File: config.mk
export PLATFORM = sky130hd
export DESIGN_NAME = three_class_priority_queue_top
export DESIGN_NICKNAME = d
export VERILOG_FILES = /design/src/rtl/tcpq_pkg.sv /design/src/rtl/three_class_priority_queue_top.sv /design/src/rtl/tcpq_cell.sv
export SDC_FILE = /design/constraint.sdc
export NUM_CORES = 1
export LEC_CHECK = 0
export ABC_AREA = 1
export CORE_MARGIN = 2
export CORE_UTILIZATION = 30
export CTS_CLUSTER_DIAMETER = 120
export DETAILED_ROUTE_END_ITERATION = 10
export DONT_BUFFER_PORTS = 1
export PLACE_DENSITY = 0.41
export SYNTH_ARGS = -nofsm -noshare
export SYNTH_HDL_FRONTEND = slang
export SYNTH_HIERARCHICAL = 1
export SYNTH_SLANG_ARGS = --single-unit
File: constraint.sdc
create_clock -name clk -period 6 [get_ports clk]
set_input_delay 0.3 -clock clk [delete_from_list [all_inputs] [get_ports clk]]
set_output_delay 0.3 -clock clk [all_outputs]
set_load 0.02 [all_outputs]
File: src/rtl/tcpq_pkg.sv
`default_nettype none
// ----------------------------------------------------------------------------
// tcpq_pkg: shared types and constants for the three-class priority queue
// Word formats, status codes, cell entry and cell control types.
// ----------------------------------------------------------------------------
package tcpq_pkg;

  localparam int DEPTH    = 16;
  localparam int TAG_BITS = 16;
  localparam int CNT_W    = $clog2(DEPTH + 1);
  localparam int CAP_W    = 5;
  localparam int OCC_W    = 5;
  localparam int CMP_W    = (CNT_W > CAP_W) ? CNT_W : CAP_W;

  localparam logic [1:0] CLASS_LOWEST = 2'd2;

  localparam logic MODE_INSERT = 1'b0;
  localparam logic MODE_REMOVE = 1'b1;

  localparam logic [1:0] ST_INSERTED = 2'd0;
  localparam logic [1:0] ST_FULL     = 2'd1;
  localparam logic [1:0] ST_REMOVED  = 2'd2;
  localparam logic [1:0] ST_EMPTY    = 2'd3;

  typedef struct packed {
    logic                mode;
    logic [TAG_BITS-1:0] entry_tag;
    logic [1:0]          priority_class;
  } in_word_t;

  typedef struct packed {
    logic [1:0]          status;
    logic [TAG_BITS-1:0] removed_tag;
    logic [1:0]          removed_class;
    logic [OCC_W-1:0]    occupancy;
  } out_word_t;

  typedef struct packed {
    logic [TAG_BITS-1:0] tag;
    logic [1:0]          cls;
  } cell_entry_t;

  typedef enum logic [1:0] {
    OP_HOLD,
    OP_INSERT,
    OP_REMOVE
  } cell_op_t;

  typedef struct packed {
    cell_op_t    op;
    cell_entry_t ins_entry;
  } cell_ctrl_t;

endpackage : tcpq_pkg
`default_nettype wire

File: src/rtl/three_class_priority_queue_top.sv
`default_nettype none
// ----------------------------------------------------------------------------
// three_class_priority_queue_top: bounded three-class priority queue
// A chain of slot cells kept sorted by class, with arrival order per class.
// ----------------------------------------------------------------------------
// Usage:
//   An input word (insert or remove) is taken at a clock edge where start
//   is high and busy is low. Exactly one result word follows: out_strobe
//   is a one-cycle strobe registered at the accepting edge, with out_word
//   carrying status, removed tag and class, and the new occupancy.
//   A new word can be started every cycle while busy is low; the whole
//   slot chain shifts at once, every cell updating at the accepting edge.
//   cfg_wr_en writes the capacity at any edge; write it only while idle.
//   A capacity above the number of slots acts as the number of slots, and
//   zero refuses every insert.
//   Reset (rst_n low, synchronous) empties the queue, sets the capacity to
//   16 and holds busy high; busy drops in the first cycle after reset.
//   The receiver cannot stall: each result is valid for its one cycle only.
// ----------------------------------------------------------------------------
module three_class_priority_queue_top (
  input  wire                      clk,
  input  wire                      rst_n,
  input  wire                      start,
  output logic                     busy,
  input  tcpq_pkg::in_word_t       in_word,
  output logic                     out_strobe,
  output tcpq_pkg::out_word_t      out_word,
  input  wire                      cfg_wr_en,
  input  wire [4:0]                cfg_wr_data
);
  import tcpq_pkg::*;

  logic             busy_r;
  logic [CAP_W-1:0] capacity_r;
  logic [CNT_W-1:0] count_r;
  logic [CNT_W-1:0] count_nxt;
  logic             out_strobe_r;
  out_word_t        out_word_r;
  out_word_t        out_word_nxt;

  logic        accept;
  logic        full;
  logic        insert_ok;
  logic        remove_ok;
  logic [1:0]  ins_cls;
  cell_ctrl_t  ctrl;

  cell_entry_t     entries [DEPTH];
  logic [DEPTH-1:0] keeps;
  logic [DEPTH-1:0] occupied;

  assign accept = start && !busy_r;

  // Unknown classes fall to the lowest class.
  assign ins_cls = (in_word.priority_class > CLASS_LOWEST) ? CLASS_LOWEST
                                                           : in_word.priority_class;

  assign full = (CMP_W'(count_r) >= CMP_W'(capacity_r)) || (count_r == CNT_W'(DEPTH));
  assign insert_ok = accept && (in_word.mode == MODE_INSERT) && !full;
  assign remove_ok = accept && (in_word.mode == MODE_REMOVE) && (count_r != '0);

  always_comb begin
    ctrl.ins_entry.tag = in_word.entry_tag;
    ctrl.ins_entry.cls = ins_cls;
    priority if (insert_ok) begin
      ctrl.op = OP_INSERT;
    end else if (remove_ok) begin
      ctrl.op = OP_REMOVE;
    end else begin
      ctrl.op = OP_HOLD;
    end
  end

  genvar gi;
  generate
    for (gi = 0; gi < DEPTH; gi++) begin : g_cell
      cell_entry_t left_e;
      cell_entry_t right_e;
      logic        left_k;

      assign occupied[gi] = (CNT_W'(gi) < count_r);

      if (gi == 0) begin : g_head
        assign left_e = ctrl.ins_entry;
        assign left_k = 1'b1;
      end else begin : g_body
        assign left_e = entries[gi-1];
        assign left_k = keeps[gi-1];
      end

      if (gi == DEPTH - 1) begin : g_tail
        assign right_e = entries[gi];
      end else begin : g_inner
        assign right_e = entries[gi+1];
      end

      tcpq_cell u_cell (
        .clk         (clk),
        .ctrl        (ctrl),
        .occupied    (occupied[gi]),
        .left_keep   (left_k),
        .left_entry  (left_e),
        .right_entry (right_e),
        .entry       (entries[gi]),
        .keep        (keeps[gi])
      );
    end
  endgenerate

  always_comb begin
    count_nxt = count_r;
    if (insert_ok) begin
      count_nxt = count_r + CNT_W'(1);
    end else if (remove_ok) begin
      count_nxt = count_r - CNT_W'(1);
    end

    out_word_nxt.removed_tag   = '0;
    out_word_nxt.removed_class = '0;
    out_word_nxt.occupancy     = OCC_W'(count_nxt);
    if (in_word.mode == MODE_INSERT) begin
      out_word_nxt.status = full ? ST_FULL : ST_INSERTED;
    end else if (count_r == '0) begin
      out_word_nxt.status = ST_EMPTY;
    end else begin
      out_word_nxt.status        = ST_REMOVED;
      out_word_nxt.removed_tag   = entries[0].tag;
      out_word_nxt.removed_class = entries[0].cls;
    end
  end

  always_ff @(posedge clk) begin
    if (!rst_n) begin
      busy_r       <= 1'b1;
      capacity_r   <= CAP_W'(16);
      count_r      <= '0;
      out_strobe_r <= 1'b0;
    end else begin
      busy_r       <= 1'b0;
      out_strobe_r <= accept;
      count_r      <= count_nxt;
      if (cfg_wr_en) begin
        capacity_r <= cfg_wr_data;
      end
    end
  end

  always_ff @(posedge clk) begin
    if (accept) begin
      out_word_r <= out_word_nxt;
    end
  end

  assign busy       = busy_r;
  assign out_strobe = out_strobe_r;
  assign out_word   = out_word_r;

`ifndef SYNTHESIS
  a_result_follows: assert property (@(posedge clk) disable iff (!rst_n)
    accept |=> out_strobe)
    else $error("accepted word produced no result");

  a_no_spurious_result: assert property (@(posedge clk) disable iff (!rst_n)
    !accept |=> !out_strobe)
    else $error("result without an accepted word");

  a_count_bound: assert property (@(posedge clk) disable iff (!rst_n)
    count_r <= CNT_W'(DEPTH))
    else $error("occupancy beyond slot count");

  a_insert_counts: assert property (@(posedge clk) disable iff (!rst_n)
    insert_ok |=> (count_r == $past(count_r) + CNT_W'(1)))
    else $error("insert did not raise occupancy");

  a_removed_class: assert property (@(posedge clk) disable iff (!rst_n)
    (out_strobe && (out_word.status == ST_REMOVED)) |-> (out_word.removed_class != 2'd3))
    else $error("removed word carries an invalid class");
`endif

endmodule : three_class_priority_queue_top
`default_nettype wire

File: src/rtl/tcpq_cell.sv
`default_nettype none
// ----------------------------------------------------------------------------
// tcpq_cell: one slot of the sorted queue chain
// Holds one entry and, per cycle, keeps it, takes the inserted entry,
// takes its left neighbor's entry (shift toward the tail) or its right
// neighbor's entry (shift toward the head).
// ----------------------------------------------------------------------------
module tcpq_cell (
  input  wire                     clk,
  input  tcpq_pkg::cell_ctrl_t    ctrl,
  input  wire                     occupied,
  input  wire                     left_keep,
  input  tcpq_pkg::cell_entry_t   left_entry,
  input  tcpq_pkg::cell_entry_t   right_entry,
  output tcpq_pkg::cell_entry_t   entry,
  output logic                    keep
);
  import tcpq_pkg::*;

  cell_entry_t entry_r;
  cell_entry_t entry_nxt;

  // An occupied cell whose class is of equal or higher priority (equal or lower number) stays in front of the new word.
  assign keep  = occupied && (entry_r.cls <= ctrl.ins_entry.cls);
  assign entry = entry_r;

  always_comb begin
    entry_nxt = entry_r;
    unique case (ctrl.op)
      OP_INSERT: begin
        if (keep) begin
          entry_nxt = entry_r;
        end else if (left_keep) begin
          entry_nxt = ctrl.ins_entry;
        end else begin
          entry_nxt = left_entry;
        end
      end
      OP_REMOVE: entry_nxt = right_entry;
      default:   entry_nxt = entry_r;
    endcase
  end

  always_ff @(posedge clk) begin
    entry_r <= entry_nxt;
  end

endmodule : tcpq_cell
`default_nettype wire

==> results of run 1 <==
==> metal layers <==
metal  GRT usage (%)  vias up  part of all wire, %
met5               0        -                    0
met4            5.32        0                  2.5
met3            3.32       85                  4.7
met2            34.6      256                   52
met1            22.6     6777                   41
li1                -     6868                    -
==> state kept, by name, summed over array words and instances, names as in the netlist <==
name                 cells
count_r                  5
out_word                25
capacity_r               5
g_cell.u_cell/entry    288
busy                     1
out_strobe               1
==> layout make-up <==
class | count | area share (%)
Sequential cell | 325 | 49.0
Clock inverter | 16 | 0.681
Timing Repair Buffer | 32 | 1.58
Antenna cell | 1 | 0.0127
Inverter | 152 | 3.31
Clock buffer | 58 | 5.75
Multi-Input combinational cell | 1464 | 34.7
Tap cell | 773 | 4.92
==> layout by cell type (no fill, tap or decap), drive strengths merged <==
| master | n |
|---|---|
| dfxtp | 12 |
| nor2 | 335 |
| a21boi | 1 |
| buf | 4 |
| diode | 1 |
| clkinv | 28 |
| ha | 41 |
| a21oi | 10 |
| o21ai | 14 |
| conb | 1 |
| clkbuf | 58 |
| a31oi | 288 |
| nand3b | 1 |
| inv | 137 |
| dlygate4sd3 | 28 |
| xor2 | 2 |
| nand3 | 8 |
| bufinv | 2 |
| edfxtp | 313 |
| nand4 | 8 |
| clkinvlp | 1 |
| nand2 | 755 |
==> worst max-delay path by stage <==
stage | end | slack [ns] | cells past startpoint | from
after floorplan | g_cell[9].u_cell/entry[0]$_DFFE_PP_ | 3.12 | 8 | in_word[0]
after global placement | g_cell[9].u_cell/entry[2]$_DFFE_PP_ | 2.25 | 12 | count_r[0]$_SDFF_PN0_
after detailed placement | g_cell[5].u_cell/entry[16]$_DFFE_PP_ | 2.20 | 12 | count_r[0]$_SDFF_PN0_
after CTS | g_cell[5].u_cell/entry[13]$_DFFE_PP_ | 2.18 | 12 | count_r[0]$_SDFF_PN0_
after global routing | g_cell[5].u_cell/entry[2]$_DFFE_PP_ | 1.76 | 12 | count_r[0]$_SDFF_PN0_
final | g_cell[14].u_cell/entry[4]$_DFFE_PP_ | 2.20 | 12 | count_r[0]$_SDFF_PN0_
==> metrics by stage <==
step / hold WS [ns] / setup WS, ns
floorplan: 0.399 / 3.12
global placement: 0.399 / 2.25
finish: 0.0108 / 2.20
detailed placement: 0.399 / 2.20
CTS: 0.000118 / 2.18
global route: 0.00751 / 1.76
==> timing repair <==
| action | 4_1_cts | 5_1_grt |
|---|---|---|
| hold buffers | 28 | 0 |
| hold endpoints to repair | 65 | 0 |
| setup buffers | 0 | 0 |
==> where the power goes <==
group | internal (mW) | switching, mW
Combinational | 0.168 | 0.346
Clock | 1.40 | 0.999
Sequential | 2.66 | 0.110
==> summary.txt, run 1 <==
Detailed routing
  – Drt wl/cell: 21.2 um
  – DRT antenna net count: 0
  – Pre-antenna DRT Iters: 5
  – Final WL: 59,900 um
  – 1st-iter DRT viols: 1,150
  – # DRC: 0
  – Total number of vias: 14,000
  – Via density: 4.96

Floorplanning
  – Die width: 249 um
  – Die Ht: 249 um
  – Core area: 59,200 um2
  – Die footprint: 62,200 um2
  – Core Rows: 89
  – Ports: 55
  – Initial core utilization: 30.5%

Layout
  – Fin cells: 2,821
  – Filler cell count: 6,257
  – Design area: 19,700 um2
  – P&R area growth vs syn: 8.83%
  – Storage element area: 9640 um2
  – Final core utilization: 33.2%
  – Nets: 2,084
  – Multi-input gate area: 6830 um2
  – Share of layout cells above drive strength 1: 5.08%

STA
  – Slew margin rel.: 40.7%
  – Crit share post-route: 63.3%
  – Final setup viols: 0
  – Fmax: 263 MHz
  – Max-slew violations: 0
  – Worst Tran Pin Value: 0.887 ns
  – Min Tclk post-route: 3.80 ns
  – Setup repair after global routing missed its margin: false
  – Clock Skews: 0.0177 ns
  – Post-Route Setup TNS: 0 ns
  – Hold Fails Final Rpt: 0

Power
  – Peak supply drop: 0.000172 V
  – PwrDens: 289 nW/um2
  – Final Total Pwr: 5.68 mW
  – P_leak: 7.90 nW

Clocking
  – Clock Tree Buf Depth: 3
  – Clock transition at the registers of the reported paths: 0.06 ns
  – Clock sinks: 325
  – Clock insertion delay at the later pin of the skew report: 0.57 ns
  – Post_cts resized: 0
  – CTS tree: done
  – Num CTS Buffers: 40
  – CTS H-tree depth: 2
  – Clock root buffer: clkbuf_16

Global routing
  – Initial antenna violation count: 3
  – First-pass GRT wire length: 88,100 um
  – Vias in the first global route: 14,100
  – Total gr overflow: 0
  – GRT Total Usage: 18.9%
  – Largest net degree at the start of global routing: 38

Synth
  – Warnings from Yosys: 6
  – Syn Nets: 2,111
  – Mapped Cells: 2,042
  – Syn Area/Cell: 8.85 um2
  – Post-Syn Area: 18,100 um2

Worst setup path
  – RR Startpoint: count_r[0]$_SDFF_PN0_
  – Crit path capture type: flip-flop
  – Buffers & Inverters on Critical Path: 4
  – Flop2flop setup slack: 2.20 ns
  – FF-to-FF End: g_cell[14].u_cell/entry[4]$_DFFE_PP_
  – Most frequent cell on the critical path: nand2_1
  – Top delay family on crit path: simple AND/OR/NAND/NOR gates
  – CP max stage cell: nand2_1
  – Worst path max stage delay: 0.62 ns
  – Max FO, Critical Path: 37
  – Setup crit start kind: flip-flop
  – Req. time, crit path: 6.10 ns
  – Reg2Reg Depth: 12
  – Sequence of cells on the critical path: inv_1 > ha_1 > inv_1 > nand2_1 > nand2_1 > nand2_1 > nand2_1 > nand3_2 > inv_1 > inv_1 > nand2_4 > nand2_1
  – Worst EP arrival: 3.90 ns
  – Critical path class: flip-flop to flip-flop

Placed design
  – DP HPWL: 39,800 um
  – IO Port Bufs: 0
  – GPL Wtd Cong: 0.776
  – Post-DP Area: 18,100 um2
  – Dpl cells: 2,718

Job
  – MaxCap Viol Count: 0

Min path
  – Hold path depth: 2
  – Hold Crit Start: cfg_wr_data[1]
  – Hold Path Sink: capacity_r[1]$_SDFFE_PN0P_
  – Hold Path Class: input port to flip-flop

Outcome
  – Status: completed
No activity file was read; power rests on OpenSTA's default activity.
==> run 2: changes to the inputs <==
- PLACE_DENSITY: 0.41 -> 0.42
- clock period: 6 -> 3.33 ns (I/O delays scaled with it)
==> summary.txt, run 2 (synthesis results as in run 1) <==
Clocking
  – Clock root buffer: clkbuf_16
  – Num CTS Buffers: 40 (unchanged)
  – Post-CTS Hold Buffers: 26 (-7.1%)
  – CTS H-tree depth: 2 (unchanged)
  – CTS tree: done
  – Clock transition at the registers of the reported paths: 0.06 ns (about the same)
  – Post_cts resized: 0 (unchanged)
  – Clock insertion delay at the later pin of the skew report: 0.57 ns (about the same)
  – Clock Tree Buf Depth: 3 (unchanged)
  – Clock sinks: 325 (unchanged)
  – Setup Buffers After CTS: 0 (unchanged)

Power
  – P_leak: 8.17 nW (+3.3%)
  – Peak supply drop: 0.000290 V (+69%)
  – Final Total Pwr: 10.3 mW (+81%)
  – PwrDens: 512 nW/um2 (+77%)

Layout
  – Nets: 2,130 (+2.2%)
  – Commonest non-fill, non-tap cell in the layout: nand2_1
  – P&R area growth vs syn: 11.0%
  – Antenna Cells: 0 (-1)
  – Max reg flops: 288 (unchanged)
  – Share of layout cells above drive strength 1: 7.36% (+2.3 points)
  – Most frequent cells in the layout: 737 x nand2_1, 330 x nor2_1, 313 x edfxtp_1

Placed design
  – GPL Wtd Cong: 0.781 (+0.71%)
  – IO Port Bufs: 0 (unchanged)
  – DP HPWL: 39,300 um (-1.1%)

Floorplanning
  – Core Rows: 89 (unchanged)
  – Initial core utilization: 30.5% (unchanged)
  – Die width: 249 um (unchanged)
  – Ports: 55 (unchanged)
  – Core area: 59,200 um2 (unchanged)
  – Die Ht: 249 um (unchanged)
  – Die footprint: 62,200 um2 (unchanged)

Worst setup path
  – CP max stage cell: dlygate4sd3_1
  – Reg2Reg Depth: 14 (+2)
  – Worst path max stage delay: 1.31 ns (+0.69 ns)
  – Critical path class: input port to flip-flop
  – Sequence of cells on the critical path: dlygate4sd3_1 > nor2_4 > ha_1 > nand2_1 > nand2_1 > nand2_1 > inv_1 > clkinv_4 > nand2_1 > a31oi_1
  – Max FO, Critical Path: 19 (-49%)
  – Req. time, crit path: 3.62 ns (-2.48 ns)
  – Source of the critical timing path: in_word[1]
  – Worst EP arrival: 3.41 ns (-0.49 ns)
  – Flop2flop setup slack: 0.38 ns (-1.82 ns)
  – Crit path capture type: flip-flop
  – Setup crit start kind: input port
  – FF-to-FF End: g_cell[13].u_cell/entry[16]$_DFFE_PP_
  – RR Startpoint: count_r[0]$_SDFF_PN0_
  – Most frequent cell on the critical path: nand2_1

Detailed routing
  – # DRC: 0 (unchanged)
  – Total number of vias: 14,200 (+1.6%)
  – Final WL: 58,000 um (-3.2%)
  – Via density: 4.96 (about the same)
  – DRT antenna net count: 0 (unchanged)
  – 1st-iter DRT viols: 985 (-14%)
  – Pre-antenna DRT Iters: 5 (unchanged)
  – Drt wl/cell: 20.2 um (-4.7%)

STA
  – Clock Skews: 0.0235 ns (+0.00577 ns)
  – Setup repair after global routing missed its margin: false
  – Worst Tran Pin Value: 1.22 ns (+0.330 ns)
  – Post-Route Setup TNS: 0 ns (unchanged)
  – Min Tclk post-route: 3.12 ns
  – Crit share post-route: 93.6%
  – Max-slew violations: 0 (unchanged)
  – Slew margin rel.: 18.6% (-22 points)
  – Fmax: 321 MHz
  – Final setup viols: 0 (unchanged)
  – Hold Fails Final Rpt: 0 (unchanged)

Global routing
  – Largest net degree at the start of global routing: 38 (unchanged)
  – GRT Total Usage: 18.4% (-0.46 points)
  – Initial antenna violation count: 2 (-1)
  – First-pass GRT wire length: 87,800 um (-0.39%)
  – Total gr overflow: 0 (unchanged)
  – Vias in the first global route: 14,400 (+2.4%)

Min path
  – Hold Path Class: input port to flip-flop
  – Hold path depth: 3 (+1)
  – Hold Path Sink: g_cell[0].u_cell/entry[4]$_DFFE_PP_
  – Hold Crit Start: in_word[4]

Outcome
  – Status: completed

Job
  – MaxCap Viol Count: 0 (unchanged)
run 2: routing by layer:
metal  vias up  part of all wire, %  track usage (%)
met5         -                    0                0
met4         0                  1.7             4.60
met3        65                  4.1             2.16
met2       312                   52             34.0
met1      6878                   42             22.7
li1       6954                    -                -
run 2: power breakdown:
group	internal [mW]	total, mW	switching (mW)	leakage, nW
clock network	2.45	4.25	1.80	0.612
registers	4.79	4.98	0.191	2.99
logic	0.346	1.04	0.695	4.57
run 2: cell type report:
cell class / instances / area, um2
fillers: 6235 / 39200
flip-flops and latches: 325 / 9640
well taps: 773 / 967
inverters: 152 / 651
multi-input cells: 1464 / 6830
clock inverters: 26 / 175
repair buffers: 78 / 723
clock buffers: 48 / 1070
run 2: worst max path at each step:
stage	end	slack, ns	depth (start not counted)
CTS	g_cell[7].u_cell/entry[13]$_DFFE_PP_	0.25	10
floorplan	g_cell[0].u_cell/entry[0]$_DFFE_PP_	0.50	9
detailed placement	g_cell[2].u_cell/entry[12]$_DFFE_PP_	0.41	14
finish	g_cell[7].u_cell/entry[13]$_DFFE_PP_	0.21	10
global route	g_cell[7].u_cell/entry[13]$_DFFE_PP_	0.02	10
global placement	g_cell[2].u_cell/entry[11]$_DFFE_PP_	0.42	14
run 2: worst max-delay path, delay by kind of cell:
family | cells | cell delay (ns)
buf+inv | 3 | 2.11
simple gates | 5 | 0.61
fa+ha+maj | 1 | 0.39
compound gates | 1 | 0.10
run 2: stage by stage:
step	util [%]	hold WS, ns	instance area [um2]	cells	setup WS, ns
after global placement	31.2	0.266	18500	2766	0.423
after CTS	33.9	0.0144	20100	2866	0.253
final	33.9	0.0435	20100	2866	0.214
after floorplan	-	0.265	18100	2042	0.502
after detailed placement	31.2	0.266	18500	2766	0.412
after global routing	33.9	0.0319	20100	2866	0.0176
